### src/qat_pkg.sv
`timescale 1ns / 1ps

package qat_pkg;

    // Default sizing
    localparam int MAX_ARGS_DEF = 64;
    localparam int LINE_MAX_DEF = 4096;

    // Character codes
    localparam logic [7:0] CH_NUL = 8'h00;
    localparam logic [7:0] CH_BSL = 8'h5C;
    localparam logic [7:0] CH_DQ  = 8'h22;
    localparam logic [7:0] CH_SQ  = 8'h27;

    // Configuration register indexes
    localparam logic [2:0] REG_SEP_A   = 3'd0;
    localparam logic [2:0] REG_SEP_B   = 3'd1;
    localparam logic [2:0] REG_SEP_C   = 3'd2;
    localparam logic [2:0] REG_SEP_D   = 3'd3;
    localparam logic [2:0] REG_SEP_CNT = 3'd4;

    // Result kinds
    localparam logic [1:0] KIND_DATA = 2'd0;
    localparam logic [1:0] KIND_END  = 2'd1;
    localparam logic [1:0] KIND_LINE = 2'd2;

    // Line status codes
    localparam logic [2:0] ST_OK       = 3'd0;
    localparam logic [2:0] ST_EMPTY    = 3'd1;
    localparam logic [2:0] ST_OPEN_DQ  = 3'd2;
    localparam logic [2:0] ST_OPEN_SQ  = 3'd3;
    localparam logic [2:0] ST_OVERFLOW = 3'd4;

    typedef struct packed {
        logic        last;
        logic [1:0]  result_kind;
        logic [6:0]  arg_count;
        logic [12:0] error_column;
        logic [2:0]  line_status;
        logic [5:0]  arg_num;
        logic [7:0]  out_byte;
    } result_t;

endpackage

### src/quoted_argument_tokenizer_unit.sv
`timescale 1ns / 1ps
// Results are written to the result queue and presented on m_* from its head.
// One byte is accepted per cycle while s_tready is high; a byte that yields two
// results (backslash plus byte, argument end plus line end) uses the single result port twice.
// s_tready is held high while the 4-entry result queue has room for two results.
// Reset (aresetn low, synchronous): line state and queue cleared, separators back to
// space, tab, newline, space with count 3.
module quoted_argument_tokenizer_unit #(
    parameter int MAX_ARGS = qat_pkg::MAX_ARGS_DEF,
    parameter int LINE_MAX = qat_pkg::LINE_MAX_DEF
) (
    input  logic        aclk,
    input  logic        aresetn,

    // Configuration write port
    input  logic        cfg_wr_en,
    input  logic [2:0]  cfg_addr,
    input  logic [7:0]  cfg_wr_data,

    // Input byte stream
    input  logic        s_tvalid,
    output logic        s_tready,
    input  logic [7:0]  s_tdata,     // [7:0] char_byte

    // Result stream
    output logic        m_tvalid,
    input  logic        m_tready,
    output logic [39:0] m_tdata,     // [7:0] out_byte, [13:8] arg_num,
                                     // [16:14] line_status, [29:17] error_column,
                                     // [36:30] arg_count, [39:37] zero
    output logic [1:0]  m_tuser,     // [1:0] result_kind
    output logic        m_tlast      // last result of one input transaction
);

    localparam int AW = $clog2(MAX_ARGS + 1);
    localparam int CW = $clog2(LINE_MAX + 1);

    typedef enum logic [1:0] {
        QM_OUTSIDE = 2'd0,
        QM_DOUBLE  = 2'd1,
        QM_SINGLE  = 2'd2
    } quote_mode_t;

    // ------------------------------------------------------------------
    // Configuration registers
    // ------------------------------------------------------------------
    logic [7:0] sep_a_reg, sep_b_reg, sep_c_reg, sep_d_reg;
    logic [2:0] sep_count_reg;

    always_ff @(posedge aclk) begin
        if (!aresetn) begin
            sep_a_reg     <= 8'd32;
            sep_b_reg     <= 8'd9;
            sep_c_reg     <= 8'd10;
            sep_d_reg     <= 8'd32;
            sep_count_reg <= 3'd3;
        end else if (cfg_wr_en) begin
            unique case (cfg_addr)
                qat_pkg::REG_SEP_A:   sep_a_reg     <= cfg_wr_data;
                qat_pkg::REG_SEP_B:   sep_b_reg     <= cfg_wr_data;
                qat_pkg::REG_SEP_C:   sep_c_reg     <= cfg_wr_data;
                qat_pkg::REG_SEP_D:   sep_d_reg     <= cfg_wr_data;
                qat_pkg::REG_SEP_CNT: sep_count_reg <= cfg_wr_data[2:0];
                default: ;  // writes beyond the register list are dropped
            endcase
        end
    end

    // ------------------------------------------------------------------
    // Line state
    // ------------------------------------------------------------------
    quote_mode_t   qmode_reg, qmode_next;
    logic          composing_reg, composing_next;
    logic          pend_bsl_reg, pend_bsl_next;
    logic [AW-1:0] arg_cnt_reg, arg_cnt_next;
    logic [CW-1:0] col_cnt_reg, col_cnt_next;
    logic [CW-1:0] quote_col_reg, quote_col_next;
    logic          ovf_reg, ovf_next;

    // results produced by the current byte
    qat_pkg::result_t res0, res1;
    logic [1:0]       res_n;

    logic             in_xfer;
    logic [7:0]       in_byte;
    logic             is_sep;
    logic [2:0]       sep_cnt_eff;
    logic [2:0]       line_status;

    assign in_xfer = s_tvalid && s_tready;
    assign in_byte = s_tdata;

    // separator match against the active registers, count above four acts as four
    always_comb begin
        sep_cnt_eff = (sep_count_reg > 3'd4) ? 3'd4 : sep_count_reg;
        is_sep = (in_byte == qat_pkg::CH_NUL)
              || (sep_cnt_eff >= 3'd1 && in_byte == sep_a_reg)
              || (sep_cnt_eff >= 3'd2 && in_byte == sep_b_reg)
              || (sep_cnt_eff >= 3'd3 && in_byte == sep_c_reg)
              || (sep_cnt_eff >= 3'd4 && in_byte == sep_d_reg);
    end

    function automatic qat_pkg::result_t mk_data(input logic [7:0] b,
                                                 input logic [AW-1:0] ac);
        qat_pkg::result_t r;
        r              = '0;
        r.result_kind  = qat_pkg::KIND_DATA;
        r.out_byte     = b;
        r.arg_num      = (ac != '0) ? 6'(ac - AW'(1)) : 6'd0;
        return r;
    endfunction

    function automatic qat_pkg::result_t mk_end(input logic [AW-1:0] ac);
        qat_pkg::result_t r;
        r              = '0;
        r.result_kind  = qat_pkg::KIND_END;
        r.arg_num      = (ac != '0) ? 6'(ac - AW'(1)) : 6'd0;
        return r;
    endfunction

    function automatic qat_pkg::result_t mk_line(input logic [2:0] st,
                                                 input logic [CW-1:0] qc,
                                                 input logic [AW-1:0] ac);
        qat_pkg::result_t r;
        r              = '0;
        r.result_kind  = qat_pkg::KIND_LINE;
        r.line_status  = st;
        r.error_column = (st == qat_pkg::ST_OPEN_DQ || st == qat_pkg::ST_OPEN_SQ)
                         ? 13'(qc) : 13'd0;
        r.arg_count    = 7'(ac);
        return r;
    endfunction

    // Per-byte decision. Column and argument counters saturate and raise the
    // overflow flag; a line end reports overflow above open quotes.
    always_comb begin
        qmode_next     = qmode_reg;
        composing_next = composing_reg;
        pend_bsl_next  = pend_bsl_reg;
        arg_cnt_next   = arg_cnt_reg;
        col_cnt_next   = col_cnt_reg;
        quote_col_next = quote_col_reg;
        ovf_next       = ovf_reg;
        res0           = '0;
        res1           = '0;
        res_n          = 2'd0;
        line_status    = qat_pkg::ST_OK;

        if (in_byte != qat_pkg::CH_NUL) begin
            if (col_cnt_reg < CW'(LINE_MAX)) begin
                col_cnt_next = col_cnt_reg + CW'(1);
            end else begin
                ovf_next = 1'b1;
            end
        end

        // status of a line end, if this byte ends the line
        if (ovf_next) begin
            line_status = qat_pkg::ST_OVERFLOW;
        end else if (qmode_reg == QM_DOUBLE) begin
            line_status = qat_pkg::ST_OPEN_DQ;
        end else if (qmode_reg == QM_SINGLE) begin
            line_status = qat_pkg::ST_OPEN_SQ;
        end else if (col_cnt_next == '0) begin
            line_status = qat_pkg::ST_EMPTY;
        end

        unique case (qmode_reg)
            QM_DOUBLE: begin
                if (in_byte == qat_pkg::CH_NUL) begin
                    res0  = mk_line(line_status, quote_col_reg, arg_cnt_reg);
                    res_n = 2'd1;
                end else if (pend_bsl_reg) begin
                    pend_bsl_next = 1'b0;
                    if (in_byte != qat_pkg::CH_DQ) begin
                        res0  = mk_data(qat_pkg::CH_BSL, arg_cnt_reg);
                        res1  = mk_data(in_byte, arg_cnt_reg);
                        res_n = 2'd2;
                    end else begin
                        res0  = mk_data(in_byte, arg_cnt_reg);
                        res_n = 2'd1;
                    end
                end else if (in_byte == qat_pkg::CH_BSL) begin
                    pend_bsl_next = 1'b1;
                end else if (in_byte == qat_pkg::CH_DQ) begin
                    qmode_next = QM_OUTSIDE;
                end else begin
                    res0  = mk_data(in_byte, arg_cnt_reg);
                    res_n = 2'd1;
                end
            end
            QM_SINGLE: begin
                if (in_byte == qat_pkg::CH_NUL) begin
                    res0  = mk_line(line_status, quote_col_reg, arg_cnt_reg);
                    res_n = 2'd1;
                end else if (in_byte == qat_pkg::CH_SQ) begin
                    qmode_next = QM_OUTSIDE;
                end else begin
                    res0  = mk_data(in_byte, arg_cnt_reg);
                    res_n = 2'd1;
                end
            end
            default: begin
                if (pend_bsl_reg) begin
                    pend_bsl_next = 1'b0;
                    if (in_byte == qat_pkg::CH_NUL) begin
                        res0  = mk_end(arg_cnt_reg);
                        res1  = mk_line(line_status, quote_col_reg, arg_cnt_reg);
                        res_n = 2'd2;
                    end else if (in_byte == qat_pkg::CH_DQ || in_byte == qat_pkg::CH_SQ
                                 || is_sep) begin
                        res0  = mk_data(in_byte, arg_cnt_reg);
                        res_n = 2'd1;
                    end else begin
                        res0  = mk_data(qat_pkg::CH_BSL, arg_cnt_reg);
                        res1  = mk_data(in_byte, arg_cnt_reg);
                        res_n = 2'd2;
                    end
                end else if (is_sep) begin
                    if (composing_reg) begin
                        composing_next = 1'b0;
                        res0 = mk_end(arg_cnt_reg);
                        if (in_byte == qat_pkg::CH_NUL) begin
                            res1  = mk_line(line_status, quote_col_reg, arg_cnt_reg);
                            res_n = 2'd2;
                        end else begin
                            res_n = 2'd1;
                        end
                    end else if (in_byte == qat_pkg::CH_NUL) begin
                        res0  = mk_line(line_status, quote_col_reg, arg_cnt_reg);
                        res_n = 2'd1;
                    end
                end else begin
                    if (!composing_reg) begin
                        composing_next = 1'b1;
                        if (arg_cnt_reg < AW'(MAX_ARGS)) begin
                            arg_cnt_next = arg_cnt_reg + AW'(1);
                        end else begin
                            ovf_next = 1'b1;
                        end
                    end
                    if (in_byte == qat_pkg::CH_BSL) begin
                        pend_bsl_next = 1'b1;
                    end else if (in_byte == qat_pkg::CH_DQ) begin
                        qmode_next     = QM_DOUBLE;
                        quote_col_next = col_cnt_next;
                    end else if (in_byte == qat_pkg::CH_SQ) begin
                        qmode_next     = QM_SINGLE;
                        quote_col_next = col_cnt_next;
                    end else begin
                        res0  = mk_data(in_byte, arg_cnt_next);
                        res_n = 2'd1;
                    end
                end
            end
        endcase

        // line end returns all line state to reset
        if (in_byte == qat_pkg::CH_NUL) begin
            qmode_next     = QM_OUTSIDE;
            composing_next = 1'b0;
            pend_bsl_next  = 1'b0;
            arg_cnt_next   = '0;
            col_cnt_next   = '0;
            quote_col_next = '0;
            ovf_next       = 1'b0;
        end

        if (res_n == 2'd1) begin
            res0.last = 1'b1;
        end else if (res_n == 2'd2) begin
            res1.last = 1'b1;
        end
    end

    always_ff @(posedge aclk) begin
        if (!aresetn) begin
            qmode_reg     <= QM_OUTSIDE;
            composing_reg <= 1'b0;
            pend_bsl_reg  <= 1'b0;
            arg_cnt_reg   <= '0;
            col_cnt_reg   <= '0;
            quote_col_reg <= '0;
            ovf_reg       <= 1'b0;
        end else if (in_xfer) begin
            qmode_reg     <= qmode_next;
            composing_reg <= composing_next;
            pend_bsl_reg  <= pend_bsl_next;
            arg_cnt_reg   <= arg_cnt_next;
            col_cnt_reg   <= col_cnt_next;
            quote_col_reg <= quote_col_next;
            ovf_reg       <= ovf_next;
        end
    end

    // ------------------------------------------------------------------
    // Result queue: 4 entries, up to two pushed and one popped per cycle
    // ------------------------------------------------------------------
    qat_pkg::result_t q_mem [4];
    logic [1:0]       wr_ptr_reg, rd_ptr_reg;
    logic [2:0]       q_cnt_reg, q_cnt_next;
    logic [1:0]       push_n;
    logic             pop;

    // no transaction is taken while reset is held
    assign s_tready = aresetn && (q_cnt_reg <= 3'd2);
    assign m_tvalid = (q_cnt_reg != 3'd0);
    assign pop      = m_tvalid && m_tready;
    assign push_n   = in_xfer ? res_n : 2'd0;

    always_comb begin
        q_cnt_next = q_cnt_reg + 3'(push_n) - 3'(pop);
    end

    always_ff @(posedge aclk) begin
        if (!aresetn) begin
            wr_ptr_reg <= '0;
            rd_ptr_reg <= '0;
            q_cnt_reg  <= '0;
        end else begin
            wr_ptr_reg <= wr_ptr_reg + push_n;
            rd_ptr_reg <= rd_ptr_reg + 2'(pop);
            q_cnt_reg  <= q_cnt_next;
        end
    end

    always_ff @(posedge aclk) begin
        if (push_n != 2'd0) begin
            q_mem[wr_ptr_reg] <= res0;
        end
        if (push_n == 2'd2) begin
            q_mem[wr_ptr_reg + 2'd1] <= res1;
        end
    end

    qat_pkg::result_t head;
    assign head = q_mem[rd_ptr_reg];

    assign m_tdata = {3'b000, head.arg_count, head.error_column, head.line_status,
                      head.arg_num, head.out_byte};
    assign m_tuser = head.result_kind;
    assign m_tlast = head.last;

endmodule

### config.mk
export PLATFORM = sky130hd
export DESIGN_NAME = quoted_argument_tokenizer_unit
export DESIGN_NICKNAME = d
export VERILOG_FILES = /design/src/qat_pkg.sv /design/src/quoted_argument_tokenizer_unit.sv
export SDC_FILE = /design/constraint.sdc
export NUM_CORES = 1
export LEC_CHECK = 0
export BUFFER_PORTS_ARGS = -buffer_cell sky130_fd_sc_hd__buf_2
export CAP_MARGIN = 30
export CORE_MARGIN = 2
export CORE_UTILIZATION = 30
export DETAILED_ROUTE_END_ITERATION = 10
export GPL_TIMING_DRIVEN = 0
export PLACE_DENSITY = 0.57
export SYNTH_ARGS = -nofsm -noshare
export SYNTH_HDL_FRONTEND = slang
export SYNTH_SLANG_ARGS = --single-unit
### constraint.sdc
create_clock -name aclk -period 6.5 [get_ports aclk]
set_input_delay 1.3 -clock aclk [delete_from_list [all_inputs] [get_ports aclk]]
set_output_delay 1.3 -clock aclk [all_outputs]
set_load 0.02 [all_outputs]
==> impl_results.md <==
* Run status: finished, final reports clean
* Vias after detailed routing at between 9000 and 10000
* Startpoint type of the worst setup path: input pin
* Most common cell in the netlist: edfxtp_1
* VDD IR max at 0.000168 V
* Hold violation count in the final report at 0
* Slowest cell on crit path: or4_1
* F_max at between 0.15 and 0.2 GHz
* Total routed wirelength at about 35 mm
* Number of global-route vias before repair at between 9000 and 10000
* Minimum hold slack at roughly 0.47 ns
* Synth warn at 0
* Height of the chip at slightly above 200 um
* Net total in the final layout at around 1300
* Iteration count of the initial detailed-routing pass at 7
* Share of layout cells above drive strength 1 at 0.156
* 1st-iter DRT viols at around 830
* Yosys top cell area share at 0.389
* Maximum number of pins on one net before global-route repair at 28
* Number of unique standard cell types used by synthesis at ~70
* CTS-repair resized insts at 0
* Final HPWL DP at around 25 mm
* Lkg Pwr at 4.92 nW
* Number of enable-type register cells in the synthesized netlist at roughly 160
* Flip-flop count of the largest register after layout at 160
* Routed length per placed instance at roughly 20 um
* Average size of a mapped cell at between 10 and 15 um2
* Initial standard-cell utilization of the core at 0.303
* CTS tree: done
* CTS Hold Buffers Added at 0
* TritonCTS buffer count at 27
* Top post-synthesis cells by count: edfxtp_1 (156), nand2_1 (140), nor2_1 (138)
* Worst-path clk slew at ~0.060 ns
* Depth of the CTS H-tree at 1
* Required time of the critical path at around 6.9 ns
* Worst Skew at about 0.017 ns
* Cells along the critical path: buf_2 -> or4_1 -> or3_1 -> buf_2 -> inv_2 -> buf_4 -> clkbuf_1 -> ha_1 -> inv_1 -> o21ai_0 -> a31oi_4 -> buf_2 -> nand2_1 -> ha_1 -> inv_1 -> ha_1 -> fa_1 -> xor2_1 -> xnor2_1 -> nor2_1
* Chip width at approximately 200 um
* Critical Path Sink Type: flip-flop
* Number of maximum-capacitance violations at 0
* Clock Latency Late Sink at between 0.5 and 0.6 ns
* Remaining global-route overflow at 0
* Worst-path maximum fanout at 11
* Area growth, synth to finish at 16.6%
* GRT Total Usage at 0.168
* Row count at 73
* Final setup viols at 0
* Tightest Pin Transition at about 1.1 ns
* Root cell of the clock tree: clkbuf_16
* Path type of the worst setup path: input pin to flip-flop
* Setup repair after global routing missed its margin: false
* Final number of max-transition violations at 0
* Async SR Flop Fraction at 0
* Cell count after synthesis at ~1100
* Startpoint of the most critical setup path: s_tdata[1]
* Die area at 0.0418 mm2
* Count of input and output buffers at between 50 and 60
* Area of the placeable core at 0.0397 mm2
* Prevailing post-synth register cell: edfxtp_1
* Start of the worst register-to-register path: qmode_reg[0]
* Number of antenna violations at the first check in global routing at 2
* Detail-routed via count per cell at between 5 and 6
* Filler Cell Count at around 4000
* CTS sink count at 240
* Type of the most critical hold path: flip-flop to flip-flop
* DRC viols at 0
* Launch instance of the worst min-delay path: sep_c_reg[2]
* Post-DRT Antenna Nets at 0
* Sum of negative setup slack at 0 ns
* Mapped Area at about 0.012 mm2
* Number of top-level pins at between 60 and 70
* Final RePlAce weighted congestion at 0.924
* Area contributors post-synth: edfxtp_1 (39%), dfxtp_1 (14%), mux4_2 (7.5%)
* Footprint of the multi-input gates at 0.00527 mm2
* Number of buffers between clock root and the deepest sink at 3
* Number of antenna cells inserted at 0
* Tightest slew margin relative to the limit at 0.250
* Longest individual stage delay on the worst path at around 0.63 ns
* Post CTS Setup Buffer Count at 0
* Share of the yosys chip area belonging to registers at 0.528
* Fin crit period at approximately 6 ns
* Global-route wire length before repair at ~54 mm
* Power density normalized to cell area at approximately 300 mW/mm2
* Flip-flop and latch count after synthesis at 240
* Worst EP arrival at 6.25 ns
* Cell type with the highest aggregate area in the netlist: edfxtp_1
* Non-Filler Instances at around 1800
* Cell count after placement at 1732
* Final critical-path share of the clock period at 0.897
* Area occupied by registers at ~0.0064 mm2
-- layout make-up --
| class | instances | share of cell area |
|---|---|---|
| inverters | 17 | 0.00454 |
| plain buffers | 86 | 0.0265 |
| clock buffers | 36 | 0.0512 |
| flip-flops and latches | 240 | 0.453 |
| clock inverters | 14 | 0.0129 |
| repair buffers | 67 | 0.0302 |
| well taps | 525 | 0.0467 |
| multi-input cells | 797 | 0.375 |
-- cells by family after synthesis --
kind of cell,count (synthesis),synth area share
fa+ha+maj,16,0.0172
flops,240,0.528
other cells,1,0.000311
mux,49,0.0823
simple gates,430,0.164
buf+inv,103,0.0362
xor+xnor,59,0.0429
compound gates,240,0.129
-- placed cells by master, fill, tap and decap left out, types with 4 or more instances in the layout --
master / instances
a21oi_1: 85
a22oi_1: 16
a2bb2oi_1: 6
a31oi_1: 6
and2_1: 12
and3_1: 46
buf_1: 5
buf_12: 4
buf_2: 87
buf_4: 5
bufinv_16: 4
clkbuf_1: 57
clkbuf_16: 27
clkinv_2: 5
dfxtp_1: 84
edfxtp_1: 156
ha_1: 15
inv_1: 15
mux2i_1: 8
mux4_2: 40
nand2_1: 136
nand2_2: 4
nand3_1: 29
nand4_1: 14
nor2_1: 138
nor3_1: 14
nor4_1: 10
o21a_1: 4
o21ai_0: 27
o21ai_1: 4
o22ai_1: 38
o2bb2ai_1: 13
or3_1: 7
xnor2_1: 23
xor2_1: 36
-- worst max-delay path: cells and delay by family --
| family | cells | cell delay [ns] |
|---|---|---|
| AO/OA/AOI/OAI | 2 | 0.57 |
| XOR/XNOR | 2 | 0.35 |
| adder cells (fa/ha/maj) | 4 | 1.30 |
| buffers and inverters | 8 | 1.56 |
| AND/OR/NAND/NOR | 4 | 1.17 |
-- path summary, 6_finish.rpt --
path	end	slack, ns	cells past startpoint
setup reg to reg	q_mem[1][31]	2.03	14
setup / recovery	q_cnt_reg[2]	0.67	20
hold / removal	sep_c_reg[2]	0.47	2
hold reg to reg	sep_c_reg[2]	0.47	2
-- report_power, final --
group	switching, mW	internal (mW)	leakage (nW)	total, mW
sequential	0.0307	1.69	2.15	1.72
combinational	0.553	0.363	2.32	0.917
clock	0.636	0.940	0.444	1.58
-- per-layer routing --
layer | track usage | part of all wire | vias to the layer above
met2 | 0.261 | 0.45 | 357
met3 | 0.0311 | 0.074 | 56
li1 | - | - | 4406
met4 | 0.0518 | 0.024 | 2
met5 | 0 | 0.00045 | -
met1 | 0.238 | 0.46 | 4527
-- per-stage QoR --
stage	setup slack, ns	area [um2]	power, mW	utilization
after global placement	-0.853	13000	2.65	0.327
after CTS	0.748	14100	4.25	0.354
after global routing	0.468	14100	4.38	0.354
after detailed placement	0.154	13200	2.68	0.331
after floorplan	0.952	12100	2.36	-
final	0.671	14100	4.21	0.354
Power figures use the tool's default switching activity.
